## src/rtl/core/mvm_pkg.sv

```systemverilog
// Shared constants and types for the matrix-vector multiply block.
package mvm_pkg;

    localparam int MAX_SIZE_DEFAULT     = 1024;
    localparam int ELEMENT_BITS_DEFAULT = 16;
    localparam int SIZE_RESET           = 1024;
    localparam int SIZE_BITS            = 11;
    localparam int INDEX_BITS           = 10;
    localparam int VALUE_BITS           = 16;
    localparam int ROW_BITS             = 10;
    localparam int ACC_BITS             = 48;
    localparam int QUEUE_DEPTH          = 4;

    localparam logic CMD_LOAD   = 1'b0;
    localparam logic CMD_MATRIX = 1'b1;

    typedef struct packed {
        logic                row_end;
        logic                last_row;
        logic [ROW_BITS-1:0] row_number;
    } mvm_ctrl_t;

endpackage

```

## src/rtl/core/mvm_back.sv

```systemverilog
// Back end: product register, row accumulator and output register.
module mvm_back
    import mvm_pkg::*;
#(
    parameter int ELEMENT_BITS = ELEMENT_BITS_DEFAULT
)
(
    input  logic                           clk,
    input  logic                           rst_n,
    input  logic                           restart,
    input  logic                           in_valid,
    output logic                           in_ready,
    input  mvm_ctrl_t                      in_ctrl,
    input  logic signed [ELEMENT_BITS-1:0] in_elem,
    input  logic signed [ELEMENT_BITS-1:0] in_vec,
    output logic                           out_valid,
    input  logic                           out_ready,
    output logic [ROW_BITS-1:0]            out_row,
    output logic signed [ACC_BITS-1:0]     out_dot,
    output logic                           out_last
);

    logic                             p_valid_reg;
    mvm_ctrl_t                        p_ctrl_reg;
    logic signed [2*ELEMENT_BITS-1:0] prod_reg;
    logic signed [ACC_BITS-1:0]       acc_reg;
    logic                             out_valid_reg;
    logic [ROW_BITS-1:0]              out_row_reg;
    logic signed [ACC_BITS-1:0]       out_dot_reg;
    logic                             out_last_reg;

    logic                             out_free;
    logic                             p_adv;
    logic signed [ACC_BITS-1:0]       sum;

    assign out_free = !out_valid_reg || out_ready;
    // a row-end product waits only for a free output register
    assign p_adv    = p_valid_reg && (!p_ctrl_reg.row_end || out_free);
    assign in_ready = !p_valid_reg || p_adv;
    assign sum      = acc_reg + ACC_BITS'(prod_reg);

    always_ff @(posedge clk or negedge rst_n)
    begin
        if (!rst_n)
        begin
            p_valid_reg   <= 1'b0;
            acc_reg       <= '0;
            out_valid_reg <= 1'b0;
        end
        else
        begin
            if (in_ready)
                p_valid_reg <= in_valid;
            if (restart)
                acc_reg <= '0;
            else if (p_adv)
                acc_reg <= p_ctrl_reg.row_end ? '0 : sum;
            if (p_adv && p_ctrl_reg.row_end)
                out_valid_reg <= 1'b1;
            else if (out_ready)
                out_valid_reg <= 1'b0;
        end
    end

    always_ff @(posedge clk)
    begin
        if (in_valid && in_ready)
        begin
            prod_reg   <= in_elem * in_vec;
            p_ctrl_reg <= in_ctrl;
        end
        if (p_adv && p_ctrl_reg.row_end)
        begin
            out_row_reg  <= p_ctrl_reg.row_number;
            out_dot_reg  <= sum;
            out_last_reg <= p_ctrl_reg.last_row;
        end
    end

    assign out_valid = out_valid_reg;
    assign out_row   = out_row_reg;
    assign out_dot   = out_dot_reg;
    assign out_last  = out_last_reg;

endmodule

```

## config.mk

```make
export PLATFORM = sky130hd
export DESIGN_NAME = mvm_back
export DESIGN_NICKNAME = d
export VERILOG_FILES = /design/src/rtl/core/mvm_pkg.sv /design/src/rtl/core/mvm_back.sv
export SDC_FILE = /design/constraint.sdc
export NUM_CORES = 1
export LEC_CHECK = 0
export BUFFER_PORTS_ARGS = -buffer_cell sky130_fd_sc_hd__buf_4
export CAP_MARGIN = 25
export CORE_MARGIN = 4
export CORE_UTILIZATION = 35
export DETAILED_ROUTE_END_ITERATION = 16
export SYNTH_ARGS = -nofsm -noshare
export SYNTH_HDL_FRONTEND = slang
export SYNTH_SLANG_ARGS = --single-unit
```

## constraint.sdc

```tcl
create_clock -name clk -period 3.35 [get_ports clk]
set_input_delay 0.67 -clock clk [delete_from_list [all_inputs] [get_ports clk]]
set_output_delay 0.67 -clock clk [all_outputs]
set_load 0.05 [all_outputs]
```

==> run summary <==
outcome -> complete, but fails checks
failing checks -> negative setup slack
CTS H-tree depth -> 4
core footprint -> 49,200 µm²
crit path from -> in_elem[8]
starting density of the core -> 0.355
CTS tree -> built
layout cell share with drive strength beyond 1 -> 0.254
max incr delay on CP -> 540 ps
syn nets -> 2,170
CP Class -> in2reg
GPL Wtd Cong -> 0.873
commonest non-fill, non-tap cells in the layout -> inv_1, fa_1, buf_4, nand2_1, ha_1
Crit. End Element -> flip-flop
crit path cell chain -> buf_12 -> and2_4 -> fa_1 -> inv_1 -> fa_1 -> fa_1 -> inv_1 -> fa_1 -> fa_1 -> inv_1 -> fa_1 -> inv_2 -> ha_4 -> buf_4 -> buf_6 -> a21o_1 -> a21oi_4 -> o32ai_4 -> or3_4 -> a21oi_4 -> o21ai_2 -> xor2_1
slew margin rel. -> 0.490
WP data arrival -> 5770 ps
first-pass GRT wire length -> 71,000 µm
crit start category -> input pin
Worst Path Required -> 3530 ps
I/O Buffers -> 109
Clock Latency Late Sink -> 430 ps
commonest non-fill, non-tap cell in the layout -> inv_1
die area -> 53,500 µm²
Die Width -> 231 µm
DRC -> 0
DR vias -> 12,700
Worst-Margin Slew -> 765 ps
CP max FO -> 10
Worst Reg-to-Reg Cells -> 12
Final WS setup -> -2240 ps
syn_area_per_cell -> 10.1 µm²
Non-Filler Instances -> 2,678
count of final hold-check violations -> 0
Crit-path slowest cell -> fa_1
Reg-to-Reg End -> acc_reg[46]$_DFFE_PN0P_
height of the die -> 231 µm
RSZ-0062 raised after global routing -> true
post-layout min period -> 5590 ps
Num CTS Buffers -> 17
Tcrit/Tclk final -> 1.67
cells after synthesis -> 1,729
number of global-route vias before repair -> 13,700
Post-synth EDFFs -> 103
setup slack, reg-to-reg -> 140 ps
DP HPWL -> 35,700 µm
R2R Path Start -> acc_reg[0]$_DFFE_PN0P_
most frequent CP cell -> fa_1
largest net degree at the start of global routing -> 60
Placed Area -> 20,700 µm²
Slew Viols, Final -> 0
initial antenna violation count -> 0
antenna viol nets, final -> 0
Synth top area share -> 0.302
Seq/Total Area, Yosys -> 0.249
Placed Cells -> 2,625
IO Pins -> 110
Core Rows -> 81
main area contributors after synthesis -> fa_1, edfxtp_1, ha_1, dfrtp_1, inv_1
Pre-antenna DRT Iters -> 5
ANT cells -> 0
Clock Path Buffers -> 2
CP endpoint -> prod_reg[26]$_DFFE_PP_
nets@finish -> 2,442
post-route cell area -> 22,200 µm²
register bit total from synthesis -> 153
endpoints failing setup -> 27
Via-to-Cell Ratio -> 4.74
Yosys Warn Count -> 0
wire length per cell -> 15.8 µm
drt initial violations -> 646
Congestion Overflow GR -> 0
final WL -> 42,300 µm
Hold/Removal Path Class -> in2async
Top FF cell, synth -> edfxtp_1
ys async rst share -> 0.327
GR Util All Layers -> 0.162
library cells used by synthesis -> 62
area delta synth->final -> 26.9%
Setup Skew -> 11.3 ps
clock sink total -> 153
Reg clk slew, reported paths -> 70 ps
Post-Place Setup Slack -> -2830 ps
largest area contributor in the netlist -> fa_1
max_cap viols -> 0
Synth Cell Area -> 17,500 µm²
root buffer cell -> clkbuf_16
f_max -> 179 MHz
## layer usage
layer	global-route usage	routed length (µm)	up-vias
li1	-	-	6106
met1	0.233	20500	6317
met2	0.267	19700	227
met3	0.0173	1470	39
met4	0.0353	612	0
met5	0	0	-
## synth_stat cells, drive strengths merged (6+ instances only)
master	number
inv	328
o21bai	12
nor2	62
nand2b	13
a22o	43
nor2b	10
and2	129
a31oi	6
fa	263
a21o	38
ha	129
nand4	8
clkbuf	50
nand2	162
nand3	25
dfrtp	50
and3	7
o21a	8
o21ai	39
xnor2	54
nor3	17
xor2	26
edfxtp	103
a21oi	77
a211oi	7
## metrics by stage
step                       util  TNS, ps  hold WS [ps]
final                     0.451   -46460           279
after global routing      0.451   -50850           338
after floorplan               -   -49020           374
after detailed placement  0.421   -61070           405
after global placement    0.421   -59140           401
after CTS                 0.444   -45700           298
## cell families after synthesis
| kind of cell | Yosys count | share of synthesized area |
|---|---|---|
| buffers and inverters | 381 | 0.0824 |
| flip-flops | 153 | 0.249 |
| AO/OA/AOI/OAI | 272 | 0.106 |
| AND/OR/NAND/NOR | 448 | 0.126 |
| adder cells (fa/ha/maj) | 392 | 0.394 |
| multiplexers | 3 | 0.00172 |
| XOR/XNOR | 80 | 0.0401 |
## worst max-delay path, delay by kind of cell
family / cells / cell delay [ps]
and+or+nand+nor: 2 / 500
AOI/OAI and AO/OA: 5 / 690
adders and majority gates: 7 / 3200
xor gates and xnor gates: 1 / 150
buffers and inverters: 7 / 570
## how the worst min path moves through the flow
| stage | start | to | slack [ps] | cells past startpoint |
|---|---|---|---|---|
| floorplan | rst_n | acc_reg[0]$_DFFE_PN0P_ | 370 | 0 |
| global placement | p_ctrl_reg[6]$_DFFE_PP_ | out_row[6]$_DFFE_PP_ | 400 | 0 |
| detailed placement | p_ctrl_reg[9]$_DFFE_PP_ | out_row[9]$_DFFE_PP_ | 400 | 0 |
| CTS | rst_n | acc_reg[4]$_DFFE_PN0P_ | 300 | 1 |
| global route | rst_n | acc_reg[4]$_DFFE_PN0P_ | 340 | 1 |
| finish | rst_n | acc_reg[4]$_DFFE_PN0P_ | 280 | 1 |
## final cells by class
class                      count  area [µm²]
timing repair buffer         306        2700
clock inverter                14         243
multi-input combinational   1195       12400
sequential                   153        4340
clock buffer                  18         429
tap                          664         831
fill                        4619       27000
inverter                     328        1230
## what timing repair did
| item | 4_1_cts | 5_1_grt |
|---|---|---|
| cloned | 1 | 0 |
| endpoints found under the hold margin | 0 | 0 |
| pin swaps | 49 | 44 |
| setup buffers | 13 | 9 |
| setup endpoints to repair | 28 | 42 |
| gates resized for setup | 93 | 80 |
| hold buffers | 0 | 0 |
Power is not shown: default switching activity piles up to over one toggle a cycle in this logic, so the estimate is an artifact.
