`config.mk`:
```
export PLATFORM = sky130hd
export DESIGN_NAME = mvm_fifo
export DESIGN_NICKNAME = d
export VERILOG_FILES = /design/src/rtl/core/mvm_pkg.sv /design/src/rtl/core/mvm_fifo.sv
export SDC_FILE = /design/constraint.sdc
export NUM_CORES = 1
export LEC_CHECK = 0
export ABC_AREA = 1
export BUFFER_PORTS_ARGS = -buffer_cell sky130_fd_sc_hd__buf_4
export CAP_MARGIN = 20
export CELL_PAD_IN_SITES_DETAIL_PLACEMENT = 1
export CELL_PAD_IN_SITES_GLOBAL_PLACEMENT = 1
export CORE_MARGIN = 1.5
export CORE_UTILIZATION = 39
export CTS_CLUSTER_DIAMETER = 100
export DETAILED_ROUTE_END_ITERATION = 7
export PLACE_DENSITY_LB_ADDON = 0.1
export SYNTH_ARGS = -nofsm -noshare
export SYNTH_HDL_FRONTEND = slang
export SYNTH_SLANG_ARGS = --single-unit
```
`constraint.sdc`:
```
create_clock -name clk -period 3 [get_ports clk]
set_clock_uncertainty 0.15 [all_clocks]
set_input_delay 0.6 -clock clk [delete_from_list [all_inputs] [get_ports clk]]
set_output_delay 0.6 -clock clk [all_outputs]
set_load 0.005 [all_outputs]
```
`src/rtl/core/mvm_pkg.sv`:
```
// Shared constants and types for the matrix-vector multiply block.
package mvm_pkg;

    localparam int MAX_SIZE_DEFAULT     = 1024;
    localparam int ELEMENT_BITS_DEFAULT = 16;
    localparam int SIZE_RESET           = 1024;
    localparam int SIZE_BITS            = 11;
    localparam int INDEX_BITS           = 10;
    localparam int VALUE_BITS           = 16;
    localparam int ROW_BITS             = 10;
    localparam int ACC_BITS             = 48;
    localparam int QUEUE_DEPTH          = 4;

    localparam logic CMD_LOAD   = 1'b0;
    localparam logic CMD_MATRIX = 1'b1;

    typedef struct packed {
        logic                row_end;
        logic                last_row;
        logic [ROW_BITS-1:0] row_number;
    } mvm_ctrl_t;

endpackage

```
`src/rtl/core/mvm_fifo.sv`:
```
// Short queue between front end and multiply-accumulate back end.
module mvm_fifo
    import mvm_pkg::*;
#(
    parameter int WIDTH = 8,
    parameter int DEPTH = QUEUE_DEPTH
)
(
    input  logic             clk,
    input  logic             rst_n,
    input  logic             push_valid,
    output logic             push_ready,
    input  logic [WIDTH-1:0] push_data,
    output logic             pop_valid,
    input  logic             pop_ready,
    output logic [WIDTH-1:0] pop_data
);

    localparam int PW = $clog2(DEPTH);
    localparam int CW = $clog2(DEPTH + 1);

    logic [WIDTH-1:0] entry_reg [DEPTH];
    logic [PW-1:0]    wr_ptr_reg;
    logic [PW-1:0]    rd_ptr_reg;
    logic [CW-1:0]    count_reg;
    logic             push;
    logic             pop;

    assign push_ready = (count_reg != CW'(DEPTH));
    assign pop_valid  = (count_reg != '0);
    assign push       = push_valid && push_ready;
    assign pop        = pop_valid && pop_ready;
    assign pop_data   = entry_reg[rd_ptr_reg];

    always_ff @(posedge clk or negedge rst_n)
    begin
        if (!rst_n)
        begin
            wr_ptr_reg <= '0;
            rd_ptr_reg <= '0;
            count_reg  <= '0;
        end
        else
        begin
            if (push)
                wr_ptr_reg <= (wr_ptr_reg == PW'(DEPTH - 1)) ? '0 : wr_ptr_reg + PW'(1);
            if (pop)
                rd_ptr_reg <= (rd_ptr_reg == PW'(DEPTH - 1)) ? '0 : rd_ptr_reg + PW'(1);
            if (push && !pop)
                count_reg <= count_reg + CW'(1);
            else if (pop && !push)
                count_reg <= count_reg - CW'(1);
        end
    end

    always_ff @(posedge clk)
    begin
        if (push)
            entry_reg[wr_ptr_reg] <= push_data;
    end

endmodule

```
==> summary.md, run 1 <==
| Metric | Value |
|---|---|
| Status | complete, no violations |
| Fillers | 471 |
| Post-Syn Area per Cell | around 12 µm² |
| Slew @ Worst Pin | around 470 ps |
| HP Class | in -> reg |
| Nets@finish | 200 |
| WL per Instance | roughly 14 µm |
| CTS tree | built |
| Leak Pwr | 0.8986 nW |
| CP Launch Type | flop |
| Synth unique cells | 16 |
| GPL Wtd Cong | 0.6717 |
| Max Fclk | between 400 and 500 MHz |
| RSZ-0062 raised after global routing | no |
| Via density | just under 5 |
| Area contributors post-synth | edfxtp_1 (55%), dfrtp_1 (10%), nand2_1 (7.9%) |
| Most common cell in the synthesized netlist | nand2_1 |
| Mapped Area | around 1800 µm² |
| Post-synth top area share | approximately 55% |
| Share of layout cells above drive strength 1 | approximately 20% |
| Hold slack | between 300 and 400 ps |
| Final Util | approximately 47% |
| Die ar. | 4909 µm² |
| Max cap viols | 0 |
| Max-Slew Margin vs Limit | 68.64% |
| Post-synth top cells | nand2_1 (37), edfxtp_1 (32), inv_1 (29), o211ai_1 (16), dfrtp_1 (7) |
| Synthesized-area fraction occupied by adder cells | 5.421% |
| Power Density | between 900 and 1000 nW/µm² |
| Clock-pin slew on the worst setup and hold paths | 70 ps |
| Cell count after synthesis | about 150 |
| Initial Util | just over 40% |
| Ant. Diodes | 0 |
| Main combinational cell family by area after synthesis | simple AND/OR/NAND/NOR gates |
| Ports | 22 |
| GRT Util Overall | between 10% and 20% |
| Xor/xnor share of the synthesized area | less than 1% |
| Critical path fanouts, max | 11 |
| Endpoints failing setup | 0 |
| Detailed Place HPWL | approximately 2400 µm |
| Crit path kind | reg -> out |
| Tcrit/Tclk final | 79.14% |
| Worst setup margin | roughly 630 ps |
| Crit path time final | roughly 2400 ps |
| Worst-skew pair later-pin latency | ~280 ps |
| Die height | 70.07 µm |
| First DRT Iteration DRCs | 50 |
| Sink Count | 39 |
| Critical Path RT | 2250 ps |
| Grt ovf | 0 |
| WP data arrival | 1620 ps |
| Ys async rst share | 17.95% |
| Vias in the first global route | 1,203 |
| Placeable core area | ~4400 µm² |
| Number of flops mapped to enable cells by yosys | 32 |
| Root Driver | clkbuf_8 |
| Seq/Total Area, Yosys | about two thirds |
| Total Power | 1.877 mW |
| Syn. warnings | 0 |
| DRC errors left | 0 |
| Critical Path Sink Type | primary output |
| Hold Fails Final Rpt | 0 |
| Mux share of post-synthesis cell area | 0% |
| Port Buffer Count | 21 |
| Flops & latches, synth | 39 |
| Setup_tns | 0 ps |
| First-pass GRT wire length | 5561 µm |
| Max reg flops | 32 |
| Post-Synth Simple-Gate Area | 12.55% |
| Num rows | 24 |
| Total CTS buffers | 5 |
| Syn_nets | 171 |
| Complex-gate fraction of the synthesized area | 7.133% |
| Final wirelength | around 3300 µm |
| Max-slew violation count | 0 |
| Dpl ws | between 900 and 1000 ps |
| Initial antenna violation count | 0 |
| Post-synth top area cell | edfxtp_1 |
| Pin count of the biggest net entering global routing | 33 |
| Pre-antenna DRT Iters | 4 |
| Peak VDD IR | ~0.00037 V |
| ANT nets after route | 0 |
| Area delta synth->final | 16.83% |
| Vias | around 1,100 |
| Die X | approximately 70 µm |
| Largest buffer count on any clock path | 2 |
| Htree depth | 2 |
| Most common flop cell mapped by yosys | edfxtp_1 |
| Post-CTS sizing | 0 |
[cell type report]
type	instances	area [µm²]	area share [%]
sequential	39	1136	55.43
multi-input combinational	78	449.2	21.92
clock buffer	7	76.32	3.724
inverter	30	112.6	5.494
timing repair buffer	27	205.2	10.01
tap	52	65.06	3.175
clock inverter	1	5.005	0.2442
[worst max-delay path: stages (launching register included)]
cell	delay, ps
dfrtp_1	640
inv_1	290
o211ai_1	180
nand2_1	100
buf_4	140
[cells in the final DEF (no fill, tap or decap), types with 5 or more instances in the layout]
cell type  count
nor2_1         6
nand2_1       37
nand3_1        6
ha_1           6
dfrtp_1        7
inv_1         29
clkbuf_8       5
o211ai_1      16
buf_4         26
edfxtp_1      32
[through the flow]
stage               instances  area (µm²)
finish                    234        2049
global route              234        2049
CTS                       234        2049
detailed placement        225        1958
global placement          225        1958
floorplan                 152        1754
[logic make-up after synthesis]
kind of cell | after synthesis
adder cells (fa/ha/maj) | 7
buffers and inverters | 35
flip-flops | 39
XOR/XNOR | 1
AND/OR/NAND/NOR | 53
AO/OA/AOI/OAI | 17
[final timing paths]
| kind | from | endpoint | slack, ps | depth (start not counted) |
|---|---|---|---|---|
| min in group asynchronous | rst_n | count_reg[2]$_DFFE_PN0P_ | 510 | 2 |
| worst min-delay path | push_data[5] | entry_reg[1][5]$_DFFE_PP_ | 370 | 1 |
| max in group asynchronous | rst_n | count_reg[1]$_DFFE_PN0P_ | 2060 | 2 |
| worst max-delay path | rd_ptr_reg[1]$_DFFE_PN0P_ | pop_data[6] | 630 | 4 |
| worst max register to register | count_reg[1]$_DFFE_PN0P_ | count_reg[2]$_DFFE_PN0P_ | 950 | 10 |
| worst min register to register | count_reg[2]$_DFFE_PN0P_ | count_reg[2]$_DFFE_PN0P_ | 390 | 2 |
[power breakdown]
part           internal, mW  total, mW  leakage, nW  switching (mW)
Combinational         0.324      0.734        0.478           0.410
Clock                 0.163      0.325       0.0422           0.162
Sequential            0.727      0.818        0.378          0.0910
Total                  1.21       1.88        0.899           0.663
[layer usage]
| layer | global-route usage (%) | vias up | share of wire (%) |
|---|---|---|---|
| li1 | - | 555 | - |
| met1 | 16.38 | 565 | 42 |
| met2 | 28.25 | 18 | 54 |
| met3 | 4.329 | 5 | 3.2 |
| met4 | 3.205 | 0 | 0.82 |
| met5 | 0 | - | 0 |
[timing repair]
item	4_1_cts	5_1_grt
hold buffers	1	0
hold endpoints to repair	7	0
buffers inserted	0	0
Note: power is estimated with default switching activity, not from simulation.
==> run 2, diff against run 1 <==
Settings changed: ABC_AREA 1 to 0.
Clock period 3 ns to 2.33 ns, I/O delays scaled along.
==> run 2 against run 1 <==
Compared with the run above: register-to-register slack worse by 810 ps; synthesized cell count fell by 48%; wire length fell by 21%; cell area shrank 4.4%; highest routed layer unchanged; sequential power up 32%; largest power group unchanged; worst hold slack lost 140 ps; core utilization increased by 2.3 points; die area fell by 8.5%; setup slack got worse by 490 ps; critical path depth rose by 4; critical path type is now reg -> reg.
==> summary.md, run 2 <==
| Metric | Value |
|---|---|
| Vias | 774 (was 1,143) |
| Combinational Power Share | 33.4% (was 39.1%) |
| Tcrit/Tclk final | between 90% and 100% |
| Initial antenna violation count | 0 (unchanged) |
| Leak Pwr | 0.7388 nW (was 0.8986 nW) |
| CP Launch Type | flop (unchanged) |
| Largest buffer count on any clock path | 2 (unchanged) |
| Synth unique cells | 18 (was 16) |
| Path depth of the worst reg2reg path | 8 (was 10) |
| DRC errors left | 0 (unchanged) |
| Detailed Place HPWL | 1850 µm (was 2401 µm) |
| Most common flop cell mapped by yosys | edfxtp_1 (unchanged) |
| HP Class | in -> reg (unchanged) |
| Ports | 22 (unchanged) |
| WHS Path Cells | 1 (unchanged) |
| R2r setup slk | 140 ps (was 950 ps) |
| Max Fclk | roughly 460 MHz |
| Worst setup margin | 137.3 ps (was 625.9 ps) |
| Endpoints failing setup | 0 (unchanged) |
| Most common cell in the synthesized netlist | edfxtp_1 (was nand2_1) |
| Crit path kind | reg -> reg (was reg -> out) |
| Crit path time final | 2193 ps |
| First DRT Iteration DRCs | 52 (was 50) |
| Initial Util | 40.26% (was 40.29%) |
| Status | complete, no violations (unchanged) |
| Die X | 67.03 µm (was 70.07 µm) |
| Number of flops mapped to enable cells by yosys | 32 (unchanged) |
| Vias in the first global route | 871 (was 1,203) |
| WP data arrival | 2250 ps (was 1620 ps) |
| Post-synth top area cell | edfxtp_1 (unchanged) |
| Share of layout cells above drive strength 1 | 44.14% (was 19.78%) |
| Fillers | 377 (was 471) |
| Syn_nets | 98 (was 171) |
| Post-synth top area share | 60.09% (was 54.78%) |
| Clock-pin slew on the worst setup and hold paths | 70 ps (about the same) |
| Dpl ws | 125.2 ps (was 908.9 ps) |
| Sw Ratio | 27.65% (was 35.34%) |
| CTS tree | built (unchanged) |
| WL per Instance | 16.29 µm (was 14.11 µm) |
| GPL Wtd Cong | 0.7446 (was 0.6717) |
| Worst-skew pair later-pin latency | 280 ps (about the same) |
| Max-Slew Margin vs Limit | 68.98% (was 68.64%) |
| First-pass GRT wire length | 4153 µm (was 5561 µm) |
| Root Driver | clkbuf_8 (unchanged) |
| Port Buffer Count | 21 (unchanged) |
| Ant. Diodes | 0 (unchanged) |
| Htree depth | 2 (unchanged) |
| Post-Syn Area per Cell | 20.24 µm² (was 11.54 µm²) |
| Area contributors post-synth | edfxtp_1 (60%), mux4_2 (11%), dfrtp_1 (11%) (was edfxtp_1 (55%), dfrtp_1 (10%), nand2_1 (7.9%)) |
| Most frequent cells in the layout | edfxtp_1 (32), buf_4 (25), mux4_2 (8), ha_1 (6) (was nand2_1 (37), edfxtp_1 (32), inv_1 (29), buf_4 (26), o211ai_1 (16)) |
| Sink Count | 39 (unchanged) |
| Placed cells | 151 (was 225) |
| Via density | 4.807 (was 4.885) |
| Flops & latches, synth | 39 (unchanged) |
| Hold Fails Final Rpt | 0 (unchanged) |
| Ys async rst share | 17.95% (unchanged) |
| Num rows | 23 (was 24) |
| Cell-internal power | 1.759 mW (was 1.214 mW) |
| Die height | 67.03 µm (was 70.07 µm) |
| Non-Filler Instances | 161 (was 234) |
| Power Density | 1241 nW/µm² (was 915.8 nW/µm²) |
| Placeable core area | 3971 µm² (was 4354 µm²) |
| Critical Path Sink Type | flop (was primary output) |
| Area delta synth->final | 22.54% (was 16.83%) |
| Final wirelength | 2623 µm (was 3301 µm) |
| GRT Util Overall | 13.54% (was 14.91%) |
| Sequential Power Share | 44.3% (was 43.6%) |
| Grt ovf | 0 (unchanged) |
| Die ar. | 4493 µm² (was 4909 µm²) |
| ANT nets after route | 0 (unchanged) |
| Post-synth top cells | edfxtp_1 (32), mux4_2 (8), dfrtp_1 (7), ha_1 (6) (was nand2_1 (37), edfxtp_1 (32), inv_1 (29), o211ai_1 (16), dfrtp_1 (7)) |
| Part of the power in the clock network | 22.3% (was 17.3%) |
| Leading cell type in the layout, fill and taps excluded | edfxtp_1 (was nand2_1) |
| Pre-antenna DRT Iters | 5 (was 4) |
| Total CTS buffers | 5 (unchanged) |
| Peak VDD IR | 0.0006572 V (was 0.0003669 V) |
| Cell count after synthesis | 79 (was 152) |
| Syn. warnings | 0 (unchanged) |
| Max reg flops | 32 (unchanged) |
| Critical path fanouts, max | 4 (was 11) |
| Slew @ Worst Pin | 465.3 ps (was 470.4 ps) |
| Total net switching power | 672.2 µW (was 663.2 µW) |
| Max cap viols | 0 (unchanged) |
| Nets@finish | 129 (was 200) |
| Seq/Total Area, Yosys | 71.05% (was 64.76%) |
| Critical Path RT | 2390 ps (was 2250 ps) |
| Pin count of the biggest net entering global routing | 13 (was 33) |
| Max-slew violation count | 0 (unchanged) |
| Mapped Area | 1599 µm² (was 1754 µm²) |
[run 2: cell types whose count changed in the layout (fill, tap and decap cells not counted), moves of 3 or more]
cell      change
nand2_1      -36
inv_1        -26
o211ai_1     -16
mux4_2        +8
nand3_1       -6
and2_1        +4
mux2_2        +3
[run 2: path summary, 6_finish.rpt]
check,start,endpoint
hold reg to reg,count_reg[0]$_DFFE_PN0P_,count_reg[0]$_DFFE_PN0P_
hold / removal,push_data[2],entry_reg[2][2]$_DFFE_PP_
setup / recovery,count_reg[0]$_DFFE_PN0P_,count_reg[2]$_DFFE_PN0P_
min in group asynchronous,rst_n,count_reg[2]$_DFFE_PN0P_
setup reg to reg,count_reg[0]$_DFFE_PN0P_,count_reg[2]$_DFFE_PN0P_
max in group asynchronous,rst_n,rd_ptr_reg[0]$_DFFE_PN0P_
[run 2: kinds of logic (layout without fill, tap and decap cells)]
logic type	count (synthesis)	in the layout	synth area share (%)
flip-flops	39	39	71.05
multiplexers	13	13	15.26
AND/OR/NAND/NOR	11	11	4.146
adder cells (fa/ha/maj)	7	7	5.947
buffers and inverters	5	37	1.251
XOR/XNOR	3	3	1.643
AO/OA/AOI/OAI	1	1	0.7042
[run 2: critical path: stages (launching register included)]
cell	delay, ps
dfrtp_2	440
or3_4	390
nand2_4	100
ha_1	180
inv_1	60
fa_1	370
xor2_1	150
nor2_1	120
xor2_1	150
[run 2: repair_timing]
action / in CTS / in global routing
resized for setup: 0 / 2
setup buffers: 0 / 1
endpoints found under the setup margin: 0 / 3
hold buffers: 1 / 0
hold endpoints to repair: 7 / 0
[run 2: area by class of cell]
| class | count | area (µm²) | share of cell area (%) |
|---|---|---|---|
| inverter | 3 | 11.26 | 0.5747 |
| sequential | 39 | 1139 | 58.11 |
| clock buffer | 7 | 76.32 | 3.895 |
| timing repair buffer | 26 | 197.7 | 10.09 |
| multi-input combinational | 35 | 442.9 | 22.61 |
| clock inverter | 1 | 30.03 | 1.533 |
| tap | 50 | 62.56 | 3.193 |
[run 2: power by group through the flow]
stage	clock network, mW	registers (mW)	logic (mW)
floorplan	0	1.02	0.543
global placement	0	1.09	0.794
detailed placement	0	1.10	0.813
CTS	0.562	1.09	0.819
global route	0.582	1.10	0.904
finish	0.542	1.08	0.812
[run 2: per-layer routing]
layer,share of wire (%),vias up,global-route usage (%)
met5,0,-,0
met4,0.99,0,5.357
met3,3.9,2,5.068
met2,56,13,24.01
met1,39,397,14.37
li1,-,362,-
[run 2: through the flow]
stage                     total power, mW  instance area (µm²)  utilization, %  hold WS, ps  setup TNS (ps)
after floorplan                     1.567                 1599               -        20.41               0
after global placement              1.882                 1833           46.16        135.0               0
final                               2.431                 1959           49.34        226.8               0
after CTS                           2.470                 1949           49.09        215.8               0
after detailed placement            1.917                 1833           46.16        136.8               0
after global routing                2.591                 1959           49.34        219.0         -0.5940
==> run 3, diff against run 2 <==
Settings changed: PLACE_DENSITY from default to 0.75, PLACE_DENSITY_LB_ADDON 0.1 to default.
==> run 3 against run 2 <==
Compared with the run above: first-iteration DRC count decreased by 56%; sequential share of layout area increased by 0.064 points; die area unchanged; power increased by 0.50%; global-route usage increased by 0.74 points; critical endpoint unchanged.
==> summary.md, run 3 (same netlist as run 2, synthesis figures left out) <==
| Metric | Value |
|---|---|
| Status | complete, no violations (unchanged) |
| Htree depth | 2 (unchanged) |
| Critical Path RT | 2360 ps (was 2390 ps) |
| Initial Util | 40.26% (unchanged) |
| Critical Path Sink Type | flop (unchanged) |
| GPL Wtd Cong | 0.6750 (was 0.7446) |
| Hold Fails Final Rpt | 0 (unchanged) |
| WL per Instance | 16.68 µm (was 16.29 µm) |
| Max-slew violation count | 0 (unchanged) |
| Largest buffer count on any clock path | 2 (unchanged) |
| Endpoints failing setup | 0 (unchanged) |
| Area of the multi-input gates | 447.9 µm² (was 442.9 µm²) |
| Peak VDD IR | 0.0005358 V (was 0.0006572 V) |
| Setup_tns | 0 ps (unchanged) |
| Die height | 67.03 µm (unchanged) |
| Crit path kind | reg -> reg (unchanged) |
| Max reg flops | 32 (unchanged) |
| Clock-pin slew on the worst setup and hold paths | 80 ps (was 70 ps) |
| Final wirelength | 2668 µm (was 2623 µm) |
| ANT nets after route | 0 (unchanged) |
| Ports | 22 (unchanged) |
| Grt ovf | 0 (unchanged) |
| Storage element area | 1140 µm² (was 1139 µm²) |
| Worst r2r src | count_reg[0]$_DFFE_PN0P_ (unchanged) |
| RSZ-0062 raised after global routing | no |
| Via density | 4.756 (was 4.807) |
| Path depth of the worst reg2reg path | 8 (unchanged) |
| Pre-antenna DRT Iters | 4 (was 5) |
| CTS tree | built (unchanged) |
| Port Buffer Count | 21 (unchanged) |
| Tcrit/Tclk final | 95.18% (was 94.11%) |
| Die ar. | 4493 µm² (unchanged) |
| Worst-skew pair later-pin latency | 290 ps (was 280 ps) |
| Hold slack | 222.7 ps (was 226.8 ps) |
| Nets@finish | 128 (was 129) |
| Crit path capture | count_reg[2]$_DFFE_PN0P_ (unchanged) |
| Fillers | 378 (was 377) |
| Max Fclk | 450.9 MHz (was 456.1 MHz) |
| Vias | 761 (was 774) |
| Initial antenna violation count | 0 (unchanged) |
| Max-Slew Margin vs Limit | 70.38% (was 68.98%) |
| RR Endpoint | count_reg[2]$_DFFE_PN0P_ (unchanged) |
| Share of layout cells above drive strength 1 | 47.27% (was 44.14%) |
| CP Launch Type | flop (unchanged) |
| HP Class | in -> reg (unchanged) |
| Most frequent cells in the layout | edfxtp_1 (32), buf_4 (24), mux4_2 (8), ha_1 (5), clkbuf_8 (5) (was edfxtp_1 (32), buf_4 (25), mux4_2 (8), ha_1 (6)) |
| Num rows | 23 (unchanged) |
| Leading cell type in the layout, fill and taps excluded | edfxtp_1 (unchanged) |
| Final Util | 49.34% (unchanged) |
| GRT Util Overall | 14.29% (was 13.54%) |
| Vias in the first global route | 862 (was 871) |
| Power Density | 1247 nW/µm² (was 1241 nW/µm²) |
| Placeable core area | 3971 µm² (unchanged) |
| Area delta synth->final | 22.54% (unchanged) |
| DRC errors left | 0 (unchanged) |
| CP startpoint | count_reg[0]$_DFFE_PN0P_ (unchanged) |
| Max cap viols | 0 (unchanged) |
| Leak Pwr | 0.7343 nW (was 0.7388 nW) |
| WP data arrival | 2250 ps (about the same) |
| Root Driver | clkbuf_8 (unchanged) |
| Pin count of the biggest net entering global routing | 13 (unchanged) |
| Slew @ Worst Pin | 444.4 ps (was 465.3 ps) |
| Total CTS buffers | 5 (unchanged) |
| Crit path time final | 2218 ps (was 2193 ps) |
| Ant. Diodes | 0 (unchanged) |
| First DRT Iteration DRCs | 23 (was 52) |
| Critical path fanouts, max | 3 (was 4) |
| R2r setup slk | 110 ps (was 140 ps) |
| First-pass GRT wire length | 4271 µm (was 4153 µm) |
| Die X | 67.03 µm (unchanged) |
| Sink Count | 39 (unchanged) |
==> run 3: changes by cell type in the layout (fill, tap and decap cells not counted), sizes merged <==
cell	delta
clkbuf	-2
buf	-1
clkinv	+2
==> run 3: how the worst min path moves through the flow <==
stage	startpoint	endpoint	slack, ps	cells after the start
floorplan	rst_n	count_reg[0]$_DFFE_PN0P_	20	0
global placement	rst_n	rd_ptr_reg[1]$_DFFE_PN0P_	130	1
detailed placement	rst_n	count_reg[2]$_DFFE_PN0P_	130	1
CTS	push_data[3]	entry_reg[2][3]$_DFFE_PP_	220	1
global route	push_data[3]	entry_reg[2][3]$_DFFE_PP_	220	1
finish	push_data[2]	entry_reg[2][2]$_DFFE_PP_	220	1
==> run 3: what timing repair did <==
action,CTS,global route
setup endpoints to repair,8,1
pin swaps,0,3
hold buffers,1,0
setup buffers,0,2
gates resized for setup,1,4
endpoints found under the hold margin,7,0
==> run 3: power breakdown <==
part	switching [mW]	leakage (nW)	internal, mW
Combinational	0.309	0.306	0.485
Clock	0.223	0.0556	0.313
Sequential	0.163	0.372	0.950
Total	0.695	0.734	1.75
==> run 3: per-stage QoR <==
stage	instances	setup WS [ps]	total power [mW]	area, µm²
5_1_grt	160	29.25	2.603	1959
4_1_cts	158	12.84	2.451	1937
2_1_floorplan	79	232.2	1.567	1599
6_report	160	112.4	2.444	1959
3_3_place_gp	149	198.7	1.840	1818
3_5_place_dp	149	86.19	1.889	1818
==> run 3: layout make-up <==
| cell class | count | share of cell area [%] |
|---|---|---|
| multi-input cells | 35 | 22.86 |
| repair buffers | 25 | 9.706 |
| inverters | 3 | 0.5747 |
| clock inverters | 3 | 1.980 |
| well taps | 50 | 3.193 |
| flip-flops and latches | 39 | 58.17 |
| clock buffers | 5 | 3.512 |
==> run 3: layer usage <==
layer  wire, µm  GRT usage [%]  share of wire [%]
met1       1060          16.25                 40
met2       1429          23.02                 54
met3        101          4.223                3.8
met4         76          9.694                2.8
met5          0              0                  0
==> run 3: worst max-delay path, cell delays in order, from the launching register on <==
cell and delay [ps]:
dfrtp_2 430, or3_4 420, nand2_4 100, ha_2 190, inv_1 50, fa_2 330
xor2_1 180, nor2_1 80, xor2_1 160
